File: src/rtl/core/lfrg_pkg.sv
// Package with the shared constants and types of the login failure rate gate.
`default_nettype none

package lfrg_pkg;

  // Number of stored failure timestamps.
  localparam int FAILURE_SLOTS_DEFAULT = 5;

  // Configuration register reset values.
  localparam logic [31:0] WINDOW_MS_RESET     = 32'd60000;
  localparam logic [2:0]  FAILURE_LIMIT_RESET = 3'd5;

  // Configuration register indexes.
  localparam int CFG_INDEX_W = 2;
  localparam logic [CFG_INDEX_W-1:0] CFG_GATE_ENABLED  = 2'd0;
  localparam logic [CFG_INDEX_W-1:0] CFG_WINDOW_MS     = 2'd1;
  localparam logic [CFG_INDEX_W-1:0] CFG_FAILURE_LIMIT = 2'd2;

  // Decision codes.
  localparam logic [2:0] DEC_DISABLED     = 3'd0;
  localparam logic [2:0] DEC_RATE_LIMITED = 3'd1;
  localparam logic [2:0] DEC_CHALLENGE    = 3'd2;
  localparam logic [2:0] DEC_ALLOW        = 3'd3;
  localparam logic [2:0] DEC_FORBIDDEN    = 3'd4;

  // Update commands from the evaluation logic to the history registers.
  typedef struct packed {
    logic record;    // load compacted timestamps and count
    logic clear;     // drop history and cooldown
    logic set_cool;  // start a cooldown at the current time
  } hist_ctl_t;

endpackage

`default_nettype wire

File: src/rtl/core/lfrg_eval.sv
// Single-pass evaluation of one request against the failure history.
`default_nettype none

module lfrg_eval #(
  parameter int FAILURE_SLOTS = lfrg_pkg::FAILURE_SLOTS_DEFAULT,
  localparam int CW = $clog2(FAILURE_SLOTS + 1)
) (
  input  wire logic                         active,
  input  wire logic                         gate_enabled,
  input  wire logic [31:0]                  window_ms,
  input  wire logic [2:0]                   failure_limit,
  input  wire logic [31:0]                  now_ms,
  input  wire logic                         is_authenticated,
  input  wire logic                         credential_given,
  input  wire logic                         is_mutation,
  input  wire logic                         mutation_checks_ok,
  input  wire logic [FAILURE_SLOTS-1:0][31:0] times,
  input  wire logic [CW-1:0]                count,
  input  wire logic                         cooling,
  input  wire logic [31:0]                  cooldown_start,
  output logic      [FAILURE_SLOTS-1:0][31:0] times_next,
  output logic      [CW-1:0]                count_next,
  output lfrg_pkg::hist_ctl_t               ctl,
  output logic      [2:0]                   decision
);

  localparam int EW = (CW > 3) ? CW : 3;

  logic [FAILURE_SLOTS-1:0]         keep;
  logic [FAILURE_SLOTS-1:0][CW-1:0] pos;
  logic [CW-1:0]                    kept;
  logic [EW-1:0]                    elim;
  logic                             append;
  logic                             set_cool;
  logic                             blocked_pre;
  logic [31:0]                      cool_age;

  // Effective limit: zero acts as one, anything above the slot count is clipped.
  always_comb begin
    elim = EW'(failure_limit);
    if (elim == '0) begin
      elim = EW'(1);
    end
    if (elim > EW'(FAILURE_SLOTS)) begin
      elim = EW'(FAILURE_SLOTS);
    end
  end

  // Cooldown check against the state left by the previous request.
  assign cool_age    = now_ms - cooldown_start;
  assign blocked_pre = cooling && (cool_age < window_ms);

  // Entries still inside the window, and their compacted positions.
  always_comb begin
    for (int i = 0; i < FAILURE_SLOTS; i++) begin
      keep[i] = (CW'(i) < count) && ((now_ms - times[i]) < window_ms);
    end
    for (int i = 0; i < FAILURE_SLOTS; i++) begin
      pos[i] = CW'($countones(keep & ~({FAILURE_SLOTS{1'b1}} << i)));
    end
    kept = CW'($countones(keep));
  end

  assign append     = EW'(kept) < elim;
  assign count_next = append ? kept + CW'(1) : kept;
  assign set_cool   = EW'(count_next) >= elim;

  // Move each kept entry down to its new slot and append the new failure.
  always_comb begin
    for (int j = 0; j < FAILURE_SLOTS; j++) begin
      times_next[j] = '0;
      for (int i = 0; i < FAILURE_SLOTS; i++) begin
        if (keep[i] && (pos[i] == CW'(j))) begin
          times_next[j] = times_next[j] | times[i];
        end
      end
      if (append && (kept == CW'(j))) begin
        times_next[j] = now_ms;
      end
    end
  end

  // Decision and history update commands.
  always_comb begin
    ctl      = '0;
    decision = lfrg_pkg::DEC_DISABLED;
    priority if (!gate_enabled) begin
      decision = lfrg_pkg::DEC_DISABLED;
    end else if (blocked_pre) begin
      decision = lfrg_pkg::DEC_RATE_LIMITED;
    end else if (!is_authenticated) begin
      ctl.record   = active && credential_given;
      ctl.set_cool = active && credential_given && set_cool;
      // A fresh cooldown blocks at once unless the window is zero.
      if (credential_given && set_cool && (window_ms != '0)) begin
        decision = lfrg_pkg::DEC_RATE_LIMITED;
      end else begin
        decision = lfrg_pkg::DEC_CHALLENGE;
      end
    end else begin
      ctl.clear = active;
      if (!is_mutation || mutation_checks_ok) begin
        decision = lfrg_pkg::DEC_ALLOW;
      end else begin
        decision = lfrg_pkg::DEC_FORBIDDEN;
      end
    end
  end

endmodule

`default_nettype wire

File: src/rtl/core/lfrg_history.sv
// Failure history registers: timestamps, count and cooldown state.
`default_nettype none

module lfrg_history #(
  parameter int FAILURE_SLOTS = lfrg_pkg::FAILURE_SLOTS_DEFAULT,
  localparam int CW = $clog2(FAILURE_SLOTS + 1)
) (
  input  wire logic                           clk,
  input  wire logic                           rst,
  input  wire logic                           cfg_clear,
  input  wire lfrg_pkg::hist_ctl_t            ctl,
  input  wire logic [31:0]                    now_ms,
  input  wire logic [FAILURE_SLOTS-1:0][31:0] times_next,
  input  wire logic [CW-1:0]                  count_next,
  output logic      [FAILURE_SLOTS-1:0][31:0] times,
  output logic      [CW-1:0]                  count,
  output logic                                cooling,
  output logic      [31:0]                    cooldown_start
);

  // Timestamps hold no reset; only entries below the count are ever used.
  always_ff @(posedge clk) begin
    if (ctl.record) begin
      times <= times_next;
    end
  end

  // Count and cooldown state.
  always_ff @(posedge clk) begin
    if (rst) begin
      count          <= '0;
      cooling        <= 1'b0;
      cooldown_start <= '0;
    end else if (cfg_clear || ctl.clear) begin
      count   <= '0;
      cooling <= 1'b0;
    end else begin
      if (ctl.record) begin
        count <= count_next;
      end
      if (ctl.set_cool) begin
        cooling        <= 1'b1;
        cooldown_start <= now_ms;
      end
    end
  end

endmodule

`default_nettype wire

File: src/rtl/core/login_failure_rate_gate_unit.sv
// Top level of the login failure rate gate: config, input and result registers.
//
//   channel | handshake           | payload
//   --------+---------------------+-----------------------------------------------
//   in      | in_valid / in_stall | now_ms, is_authenticated, credential_given,
//           |                     | is_mutation, mutation_checks_ok
//   out     | out_valid/out_stall | decision
//   cfg     | cfg_valid/cfg_ready | cfg_index, cfg_data
//
// One request per cycle is accepted while in_stall is low. Its decision is computed from
// the input register and loaded into the result register; timestamp compare, compaction
// and the decision logic sit between those two registers.
// Reset loads the configuration reset values and clears the failure count, the cooldown and both valids.
// A stalled result holds; the input register still fills behind it, and in_stall
// rises only while both registers are full and the result is stalled.
`default_nettype none

module login_failure_rate_gate_unit #(
  parameter int FAILURE_SLOTS = lfrg_pkg::FAILURE_SLOTS_DEFAULT
) (
  input  wire logic                             clk,
  input  wire logic                             rst,
  // Request channel.
  input  wire logic                             in_valid,
  output logic                                  in_stall,
  input  wire logic [31:0]                      now_ms,
  input  wire logic                             is_authenticated,
  input  wire logic                             credential_given,
  input  wire logic                             is_mutation,
  input  wire logic                             mutation_checks_ok,
  // Decision channel.
  output logic                                  out_valid,
  input  wire logic                             out_stall,
  output logic      [2:0]                       decision,
  // Configuration write channel.
  input  wire logic                             cfg_valid,
  output logic                                  cfg_ready,
  input  wire logic [lfrg_pkg::CFG_INDEX_W-1:0] cfg_index,
  input  wire logic [31:0]                      cfg_data
);

  localparam int CW = $clog2(FAILURE_SLOTS + 1);

  logic        gate_enabled;
  logic [31:0] window_ms;
  logic [2:0]  failure_limit;
  logic        cfg_write;
  logic        cfg_clear;

  logic        s1_valid;
  logic [31:0] s1_now_ms;
  logic        s1_authenticated;
  logic        s1_credential;
  logic        s1_mutation;
  logic        s1_checks_ok;
  logic        s1_advance;
  logic        in_take;

  logic [FAILURE_SLOTS-1:0][31:0] times;
  logic [FAILURE_SLOTS-1:0][31:0] times_next;
  logic [CW-1:0]                  count;
  logic [CW-1:0]                  count_next;
  logic                           cooling;
  logic [31:0]                    cooldown_start;
  lfrg_pkg::hist_ctl_t            ctl;
  logic [2:0]                     decision_next;

  // Configuration registers; writes are always taken.
  assign cfg_ready = 1'b1;
  assign cfg_write = cfg_valid && cfg_ready;
  assign cfg_clear = cfg_write && (cfg_index == lfrg_pkg::CFG_GATE_ENABLED) && !cfg_data[0];

  always_ff @(posedge clk) begin
    if (rst) begin
      gate_enabled  <= 1'b0;
      window_ms     <= lfrg_pkg::WINDOW_MS_RESET;
      failure_limit <= lfrg_pkg::FAILURE_LIMIT_RESET;
    end else if (cfg_write) begin
      unique case (cfg_index)
        lfrg_pkg::CFG_GATE_ENABLED:  gate_enabled  <= cfg_data[0];
        lfrg_pkg::CFG_WINDOW_MS:     window_ms     <= cfg_data;
        lfrg_pkg::CFG_FAILURE_LIMIT: failure_limit <= cfg_data[2:0];
        default: ;
      endcase
    end
  end

  // Pipeline flow: the input register moves on when the result register is free.
  assign s1_advance = s1_valid && (!out_valid || !out_stall);
  assign in_stall   = s1_valid && out_valid && out_stall;
  assign in_take    = in_valid && !in_stall;

  // Input register.
  always_ff @(posedge clk) begin
    if (rst) begin
      s1_valid <= 1'b0;
    end else if (in_take) begin
      s1_valid <= 1'b1;
    end else if (s1_advance) begin
      s1_valid <= 1'b0;
    end
  end

  always_ff @(posedge clk) begin
    if (in_take) begin
      s1_now_ms        <= now_ms;
      s1_authenticated <= is_authenticated;
      s1_credential    <= credential_given;
      s1_mutation      <= is_mutation;
      s1_checks_ok     <= mutation_checks_ok;
    end
  end

  lfrg_eval #(
    .FAILURE_SLOTS (FAILURE_SLOTS)
  ) u_eval (
    .active             (s1_advance),
    .gate_enabled       (gate_enabled),
    .window_ms          (window_ms),
    .failure_limit      (failure_limit),
    .now_ms             (s1_now_ms),
    .is_authenticated   (s1_authenticated),
    .credential_given   (s1_credential),
    .is_mutation        (s1_mutation),
    .mutation_checks_ok (s1_checks_ok),
    .times              (times),
    .count              (count),
    .cooling            (cooling),
    .cooldown_start     (cooldown_start),
    .times_next         (times_next),
    .count_next         (count_next),
    .ctl                (ctl),
    .decision           (decision_next)
  );

  lfrg_history #(
    .FAILURE_SLOTS (FAILURE_SLOTS)
  ) u_history (
    .clk            (clk),
    .rst            (rst),
    .cfg_clear      (cfg_clear),
    .ctl            (ctl),
    .now_ms         (s1_now_ms),
    .times_next     (times_next),
    .count_next     (count_next),
    .times          (times),
    .count          (count),
    .cooling        (cooling),
    .cooldown_start (cooldown_start)
  );

  // Result register; holds its value while the consumer stalls.
  always_ff @(posedge clk) begin
    if (rst) begin
      out_valid <= 1'b0;
    end else if (s1_advance) begin
      out_valid <= 1'b1;
    end else if (!out_stall) begin
      out_valid <= 1'b0;
    end
  end

  always_ff @(posedge clk) begin
    if (s1_advance) begin
      decision <= decision_next;
    end
  end

endmodule

`default_nettype wire

File: config.mk
export PLATFORM = sky130hd
export DESIGN_NAME = login_failure_rate_gate_unit
export DESIGN_NICKNAME = d
export VERILOG_FILES = /design/src/rtl/core/lfrg_pkg.sv /design/src/rtl/core/lfrg_eval.sv /design/src/rtl/core/lfrg_history.sv /design/src/rtl/core/login_failure_rate_gate_unit.sv
export SDC_FILE = /design/constraint.sdc
export NUM_CORES = 1
export LEC_CHECK = 0
export CAP_MARGIN = 20
export CELL_PAD_IN_SITES_DETAIL_PLACEMENT = 1
export CELL_PAD_IN_SITES_GLOBAL_PLACEMENT = 2
export CORE_MARGIN = 1.5
export CORE_UTILIZATION = 45
export CTS_CLUSTER_DIAMETER = 60
export DETAILED_ROUTE_END_ITERATION = 10
export DONT_BUFFER_PORTS = 1
export PLACE_DENSITY_LB_ADDON = 0.1
export SLEW_MARGIN = 0
export SYNTH_ARGS = -nofsm -noshare
export SYNTH_HDL_FRONTEND = slang
export SYNTH_HIERARCHICAL = 1
export SYNTH_SLANG_ARGS = --single-unit
File: constraint.sdc
create_clock -name clk -period 22.2 [get_ports clk]
set_clock_uncertainty 0.2 [all_clocks]
set_input_delay 3.33 -clock clk [delete_from_list [all_inputs] [get_ports clk]]
set_output_delay 3.33 -clock clk [all_outputs]
set_load 0.05 [all_outputs]
Word level (Yosys, flattened, before mapping)
Cells that the tools add are included.

word-level totals
  output and inout port bits = 6
  logic and storage cells = 180
  input bits = 75
  flip-flop bits (word level) = 273

operators by class
  bitwise logic cells = 15
  reductions and logical operators = 61
  order comparisons = 14
  mux-type cells = 39
  add/subtract/negate cells = 12
  equal/unequal tests = 19

operators by type and width
  cell                 count
  $mux 32              23
  $or 32x32->32        13
  $lt 32x32->1         6
  $sub 32x32->32       6
  $logic_and 1x1->1    38
  $reduce_bool 32->1   1
  $eq 3x2->1 const B   8
  $mux 3               7
  $logic_not 3->1      6
  $eq 3x1->1 const B   4
  $eq 3x3->1 const B   4
  $mux 1               8
  $reduce_and 2->1     4
  $add 3x1->3          2
  $lt 1x3->1 const A   2
  $lt 2x3->1 const A   2
  $logic_not 1->1      5
  $add 1x1->2          2
  $reduce_or 2->1      2
  $add 3x1->3 const B  1
  $add 3x3->3          1
  $ge 3x3->1           1
  $gt 3x3->1 const B   1
  $logic_or 1x1->1     3
  other kinds (9)      10

Logic depth before layout (Yosys ltp)
Gate-level depths: netlist (run 1).

  depth in word-level cells = 16
  gate-level depth with buffers = 45
  mapped depth without buffers = 41

Hierarchy
The synthesis (run 1) kept the hierarchy.

by module, submodules not included
  module                        times used  cells an instance  area an instance (um^2)
  lfrg_eval                     1           2727               18735.5
  lfrg_history                  1           313                6441.2
  login_failure_rate_gate_unit  1           210                2874.0

Least setup slack after synthesis (run 1)
No wires, ideal clock.

  kind = reg2reg
  start = register s1_now_ms[0]
  end = register u_history.cooldown_start[1]
  slack = 12.546 ns
  period minus slack after synthesis = 9.654 ns
  arrival time = 9.334 ns
  buffers on the path = 5
  cell stages (with the launch flop) = 44
  data required time = 21.880 ns
  path through = edfxtp_1 > inv_1 > ha_1 > inv_1 > fa_1 > a2111oi_0 > o31ai_1 > o211ai_1 > a31oi_1 > a221oi_1 > nor3_1 > nor4_1 > o21bai_1 > xor2_1 > ha_1 > nand4_1 > nor2_1 > nand2_1 > [8 not listed] > buf_1 > ha_1 > fa_1 > ha_1 > inv_1 > o21bai_2 > a21oi_2 > xnor2_1 > ha_1 > nand2b_1 > a21o_1 > a21oi_1 > nor2b_1 > and4b_1 > nor3b_2 > buf_6 > buf_12 > mux2i_1

RTL lines
  what                    line                                 RTL
  from (decl)             login_failure_rate_gate_unit.sv:51   logic [31:0] s1_now_ms;
  from (signal assigned)  login_failure_rate_gate_unit.sv:106  s1_now_ms <= now_ms;
  to (signal assigned)    lfrg_history.sv:43                   cooldown_start <= now_ms;
  to (decl)               lfrg_history.sv:18                   output logic [31:0] cooldown_start

==> metrics.csv, run 1 <==
metric;value;unit
Rel. slew slack;21.1;%
leakage;12.2;nW
root buf cell;clkbuf_16;
sequential area share after synthesis;26.6;%
Critical-path top delay cell;a2111oi_0;
Synth Area per Inst;8.63;um^2
Initial Utilization;45.5;%
Worst Max-Slew Pin Slew;1.18;ns
Placeable Area;61700;um^2
number of detailed-route iterations in the first pass;6;
H-tree depth;2;
Bufs on Longest Clock Path;3;
drt total wl;111;mm
floorplan row count;91;
number of synthesized register bits;273;
Clk Latency, worst-skew pair;0.58;ns
R2R Setup Slk;10.42;ns
Top FF cell, synth;edfxtp_1;
Crit Path Class;reg -> reg;
RSZ-0062 raised after global routing;no;
GRT Util Overall;33.9;%
syn nets;3723;
Syn Inst Count;3250;
routed len/inst;27.3;um
Final Hold Fails;0;
Yosys warning count;6;
post-CTS setup buffer count;0;
Post-synth EDFFs;199;
Setup crit start;s1_now_ms[0]$_DFFE_PP_;
io pins;81;
fraction of layout cells with a size suffix above 1;5.42;%
DRC viols;0;
initial antenna violation count;1;
Power Density;50.5;nW/um^2
VDD IR max;0.0611;mV
Final ANT Viol Nets;0;
# setup viols final;0;
largest net degree at the start of global routing;138;
vias in the first global route;26800;
FF-to-FF Start;s1_now_ms[0]$_DFFE_PP_;
worst min-delay path category;reg -> reg;
routed via count;26600;
reg2reg end;u_history/cooldown_start[23]$_SDFFE_PP0P_;
CP top delay family;compound AO/OA/AOI/OAI gates;
routability cong.;0.984;
Setup crit start kind;register;
period utilisation layout;53.1;%
Layout area overhead;7.54;%
async set-or-reset flop fraction in the synthesized netlist;0;%
Buf/Inv on CP;8;
CTS tree;built;
Util after Layout;48.9;%
post-CTS sizing;0;
synthesized area;28100;um^2
Hold-fix buffers, CTS;0;
sum of negative setup slack;0;ns
Final Max Slew Viols;0;
global-route wire length before repair;164;mm
crit path time final;11.78;ns
DIE AREA;63800;um^2
HPWL Detailed;81.1;mm
outcome;finished, final reports clean;
Final nets;3673;
most frequent cells in the layout;ha_1 (388), nor2_1 (272), inv_1 (267), edfxtp_1 (199), a21oi_1 (198);
Clock Sinks;273;
die height;253;um
chip width;253;um
Max-Cap Viols;0;
CTS buffer count;41;
peak per-stage delay on the critical path;0.64;ns
post-detailed-route via-to-cell ratio;6.53;
Max Freq;84.9;MHz
number of port buffers;0;
critical path depth;41;
Worst Setup EP;u_history/cooldown_start[23]$_SDFFE_PP0P_;
crit end category;register;
CP dominant cell by count;ha_1;
Worst-path clk slew;0.06;ns
WP data arrival;12.06;ns
Worst Reg2Reg Path Length in Cells;41;
Crit path required time;22.47;ns
Netlist cell types;86;
drt first-iter violations;2076;
grt ovf;0;
Worst Path Max Fanout;35;
most common cell after layout, fill and taps aside;ha_1;
metal layers:
| layer | vias to the layer above | global-route usage [%] | routed length, um | part of all wire [%] |
|---|---|---|---|---|
| met3 | 193 | 4.74 | 7890 | 7.1 |
| met1 | 13300 | 45.7 | 49100 | 44 |
| met2 | 1020 | 55.8 | 50900 | 46 |
| met4 | 2 | 10.8 | 3370 | 3.0 |
| li1 | 12000 | - | - | - |
| met5 | - | 0 | 10 | 0.0090 |
cell usage after synthesis (7+ instances only):
cell,number,area (um^2)
a21o_1,126,946
fa_1,9,180
and2_1,22,138
a2111oi_0,10,87.6
a222oi_1,8,80.1
edfxtp_1,199,5980
a211oi_1,20,150
dfxtp_1,74,1480
o21bai_1,23,173
nand3_1,94,470
nand2b_1,138,863
xor2_1,56,490
xnor2_1,113,990
o211ai_1,20,150
ha_1,389,4870
nand2_1,195,732
a32oi_1,39,342
o31ai_1,16,120
a21boi_0,7,52.6
o21ai_1,21,105
mux2i_1,71,711
a22oi_1,87,653
and4_1,10,87.6
a21oi_1,199,996
nor2b_1,36,225
o31ai_2,26,325
and3_1,25,156
nand4_1,42,263
o2111ai_1,9,78.8
nor4_1,17,106
a31oi_1,133,832
o41ai_1,7,61.3
inv_1,268,1010
a221oi_1,72,631
nor2_1,273,1020
a211o_1,14,123
clkbuf_1,94,353
nor3_1,34,170
o21ai_0,88,440
o21a_1,30,225
buf_2,23,115
per-stage QoR:
stage                     std cells  total power, mW  hold WS [ns]  instance area [um^2]  worst slack, ns
after floorplan                3250            0.784         0.240                 28100            12.55
after global placement         3994            0.851         0.257                 28800            10.96
after detailed placement       3994            0.864         0.268                 28800            10.59
after CTS                      4068             1.53         0.278                 30200            10.52
after global routing           4068             1.58         0.301                 30200             9.67
final                          4069             1.52         0.276                 30200            10.42
tightest hold or removal path: stages, from the launching register on:
cell      delay (ns)
dfxtp_1         0.31
nand2b_1        0.06
mux2i_1         0.06
registers in the layout, summed over array words and instances, names as in the netlist:
name	flops
u_history/cooldown_start	32
s1_valid	1
s1_credential	1
decision	3
u_history/cooling	1
window_ms	32
out_valid	1
s1_now_ms	32
s1_checks_ok	1
s1_mutation	1
u_history/count	3
failure_limit	3
s1_authenticated	1
u_history/times	160
gate_enabled	1
report_power, final:
part           total [mW]  switching [mW]  internal (mW)
sequential          0.567          0.0164          0.551
combinational       0.293           0.170          0.123
clock               0.662           0.262          0.400
final cells by class:
cell class / instances / area, um^2
multi-input cells: 2571 / 19000
inverters: 268 / 1010
clock inverters: 15 / 176
repair buffers: 45 / 338
flip-flops and latches: 273 / 7460
clock buffers: 59 / 1170
diodes: 1 / 2.50
fillers: 7256 / 31500
well taps: 837 / 1050
cell families after synthesis:
logic type                 after synthesis  synth area share (%)
AOI/OAI and AO/OA                      999                  25.0
and+or+nand+nor                        933                  16.5
buffers and inverters                  406                  6.12
muxes                                   71                  2.53
adders and majority gates              398                  18.0
other                                    1                0.0134
xor gates and xnor gates               169                  5.28
DFF                                    273                  26.6
how the worst min path moves through the flow:
stage / startpoint / end / cells past startpoint
finish: u_history/cooldown_start[14]$_SDFFE_PP0P_ / u_history/cooldown_start[14]$_SDFFE_PP0P_ / 2
global placement: u_history/cooldown_start[15]$_SDFFE_PP0P_ / u_history/cooldown_start[15]$_SDFFE_PP0P_ / 2
global route: u_history/cooldown_start[22]$_SDFFE_PP0P_ / u_history/cooldown_start[22]$_SDFFE_PP0P_ / 2
floorplan: u_history/cooling$_SDFFE_PP0P_ / u_history/cooling$_SDFFE_PP0P_ / 2
CTS: u_history/cooldown_start[10]$_SDFFE_PP0P_ / u_history/cooldown_start[10]$_SDFFE_PP0P_ / 2
detailed placement: u_history/cooldown_start[29]$_SDFFE_PP0P_ / u_history/cooldown_start[29]$_SDFFE_PP0P_ / 2
(Power assumes the default switching activity.)
==> run 2, diff against run 1 <==
--- a/config.mk
+++ b/config.mk
@@ -9,7 +9,7 @@
 export CELL_PAD_IN_SITES_DETAIL_PLACEMENT = 1
 export CELL_PAD_IN_SITES_GLOBAL_PLACEMENT = 2
 export CORE_MARGIN = 1.5
-export CORE_UTILIZATION = 45
+export CORE_UTILIZATION = 37
 export CTS_CLUSTER_DIAMETER = 60
 export DETAILED_ROUTE_END_ITERATION = 10
 export DONT_BUFFER_PORTS = 1
==> constraint.sdc (replaced) <==
create_clock -name clk -period 9.4 [get_ports clk]
set_clock_uncertainty 0.2 [all_clocks]
set_input_delay 1.41 -clock clk [delete_from_list [all_inputs] [get_ports clk]]
set_output_delay 1.41 -clock clk [all_outputs]
set_load 0.05 [all_outputs]
==> metrics.csv, run 2 (synthesis results as in run 1) <==
metric;value;unit
outcome;finished, final reports clean;
DIE AREA;77500;um^2
Worst Max-Slew Pin Slew;1.21;ns
H-tree depth;2;
Crit path required time;9.67;ns
Final Hold Fails;0;
reg2reg end;u_history/cooldown_start[12]$_SDFFE_PP0P_;
Placeable Area;74700;um^2
Final nets;3767;
WP data arrival;9.42;ns
Setup WS pre-CTS;-0.0884;ns
initial antenna violation count;7;
chip width;278;um
Layout area overhead;11.9;%
drt total wl;122;mm
VDD IR max;0.128;mV
root buf cell;clkbuf_16;
leakage;12.8;nW
Crit Path Class;reg -> reg;
most frequent cells in the layout;ha_1 (385), nor2_1 (271), inv_1 (265), edfxtp_1 (199), a21oi_1 (196);
Buf/Inv on CP;6;
# setup viols final;0;
number of detailed-route iterations in the first pass;5;
routed via count;26900;
vias in the first global route;27800;
CP dominant cell by count;ha_1;
most flop-heavy register;u_history/times;
fraction of layout cells with a size suffix above 1;8.98;%
crit path time final;9.15;ns
number of port buffers;0;
global-route wire length before repair;177;mm
Clk Latency, worst-skew pair;0.59;ns
Max Freq;109;MHz
CP top delay family;compound AO/OA/AOI/OAI gates;
routed len/inst;28.3;um
peak per-stage delay on the critical path;0.53;ns
crit end category;register;
Worst-path clk slew;0.05;ns
GRT Util Overall;30.5;%
Worst Setup EP;u_history/cooldown_start[12]$_SDFFE_PP0P_;
critical path depth;37;
R2R Setup Slk;0.25;ns
die height;278;um
Worst Reg2Reg Path Length in Cells;37;
post-detailed-route via-to-cell ratio;6.26;
Initial Utilization;37.6;%
routability cong.;0.929;
CTS tree;built;
floorplan row count;100;
Max-Cap Viols;0;
Total Power;3.72;mW
Clock Sinks;273;
drt first-iter violations;2082;
FF-to-FF Start;u_history/times[68]$_DFFE_PP_;
fillers;8675;
largest net degree at the start of global routing;138;
number of flip-flops in the largest register;160;
Final ANT Viol Nets;0;
CTS buffer count;46;
io pins;81;
Rel. slew slack;19.5;%
period utilisation layout;97.3;%
Bufs on Longest Clock Path;3;
DRC viols;0;
Worst Path Max Fanout;9;
most common cell after layout, fill and taps aside;ha_1;
Util after Layout;42.0;%
grt ovf;0;
PnR worst setup slack;0.251;ns
HPWL Detailed;88.2;mm
Final Max Slew Viols;0;
worst min-delay path category;reg -> reg;
Power Density;119;nW/um^2
Critical-path top delay cell;or4_1;
Setup crit start kind;register;
Min-Delay Path Depth;2;
Setup crit start;u_history/times[68]$_DFFE_PP_;
## run 2: changes by cell type in the layout (fill, tap and decap cells not counted), sizes merged
cell	delta
buf	+88
inv	+9
clkinv	+3
bufinv	-2
clkbuf	+2
clkinvlp	-2
diode	+1
## run 2: worst min-delay path by stage
stage                                               from                                        end  slack (ns)
6_report        u_history/cooldown_start[8]$_SDFFE_PP0P_   u_history/cooldown_start[8]$_SDFFE_PP0P_        0.27
5_1_grt        u_history/cooldown_start[14]$_SDFFE_PP0P_  u_history/cooldown_start[14]$_SDFFE_PP0P_        0.30
4_1_cts         u_history/cooldown_start[8]$_SDFFE_PP0P_   u_history/cooldown_start[8]$_SDFFE_PP0P_        0.27
3_5_place_dp    u_history/cooldown_start[8]$_SDFFE_PP0P_   u_history/cooldown_start[8]$_SDFFE_PP0P_        0.27
3_3_place_gp   u_history/cooldown_start[12]$_SDFFE_PP0P_  u_history/cooldown_start[12]$_SDFFE_PP0P_        0.26
2_1_floorplan             u_history/cooling$_SDFFE_PP0P_             u_history/cooling$_SDFFE_PP0P_        0.24
## run 2: repair_timing
| action | 4_1_cts | 5_1_grt |
|---|---|---|
| setup endpoints to repair | 33 | 67 |
| buffers inserted | 0 | 33 |
| pin swaps | 0 | 13 |
| cloned | 0 | 1 |
| gates resized for setup | 5 | 28 |
| hold buffers | 0 | 0 |
## run 2: power by group
part | switching (mW) | internal, mW | total, mW | leakage [nW]
sequential | 0.0385 | 1.30 | 1.34 | 2.43
combinational | 0.416 | 0.310 | 0.726 | 9.64
clock | 0.662 | 0.996 | 1.66 | 0.727
total | 1.12 | 2.61 | 3.72 | 12.8
## run 2: per-stage QoR
stage | hold slack [ns] | area (um^2) | TNS [ns] | std cells
floorplan | 0.240 | 28100 | 0 | 3250
global placement | 0.257 | 29500 | 0 | 4180
detailed placement | 0.267 | 29500 | -1.40 | 4181
CTS | 0.274 | 31000 | 0 | 4264
global route | 0.295 | 31400 | -0.178 | 4298
finish | 0.274 | 31400 | 0 | 4300
## run 2: cell type report
cell class / count / area [um^2] / area share [%]
Timing Repair Buffer: 134 / 1150 / 3.66
Tap cell: 969 / 1210 / 3.86
Inverter: 268 / 1010 / 3.20
Sequential cell: 273 / 7460 / 23.8
Multi-Input combinational cell: 2571 / 19100 / 60.8
Clock inverter: 23 / 184 / 0.586
Antenna cell: 2 / 5.00 / 0.0159
Clock buffer: 60 / 1280 / 4.09
## run 2: worst reg2reg max path: cells and delay by family, from the launching register on
kind	cells	cell delay (ns)
mux	1	0.12
buf+inv	6	0.75
compound gates	11	2.56
xor+xnor	2	0.27
flops	1	0.49
fa+ha+maj	7	2.25
simple gates	10	2.41
## run 2: metal layers
metal / vias to the layer above / GRT usage, % / routed length (um)
li1: 12200 / - / -
met1: 13600 / 41.2 / 55400
met2: 933 / 48.9 / 54400
met3: 217 / 5.89 / 8230
met4: 4 / 9.05 / 3560
met5: - / 0 / 29
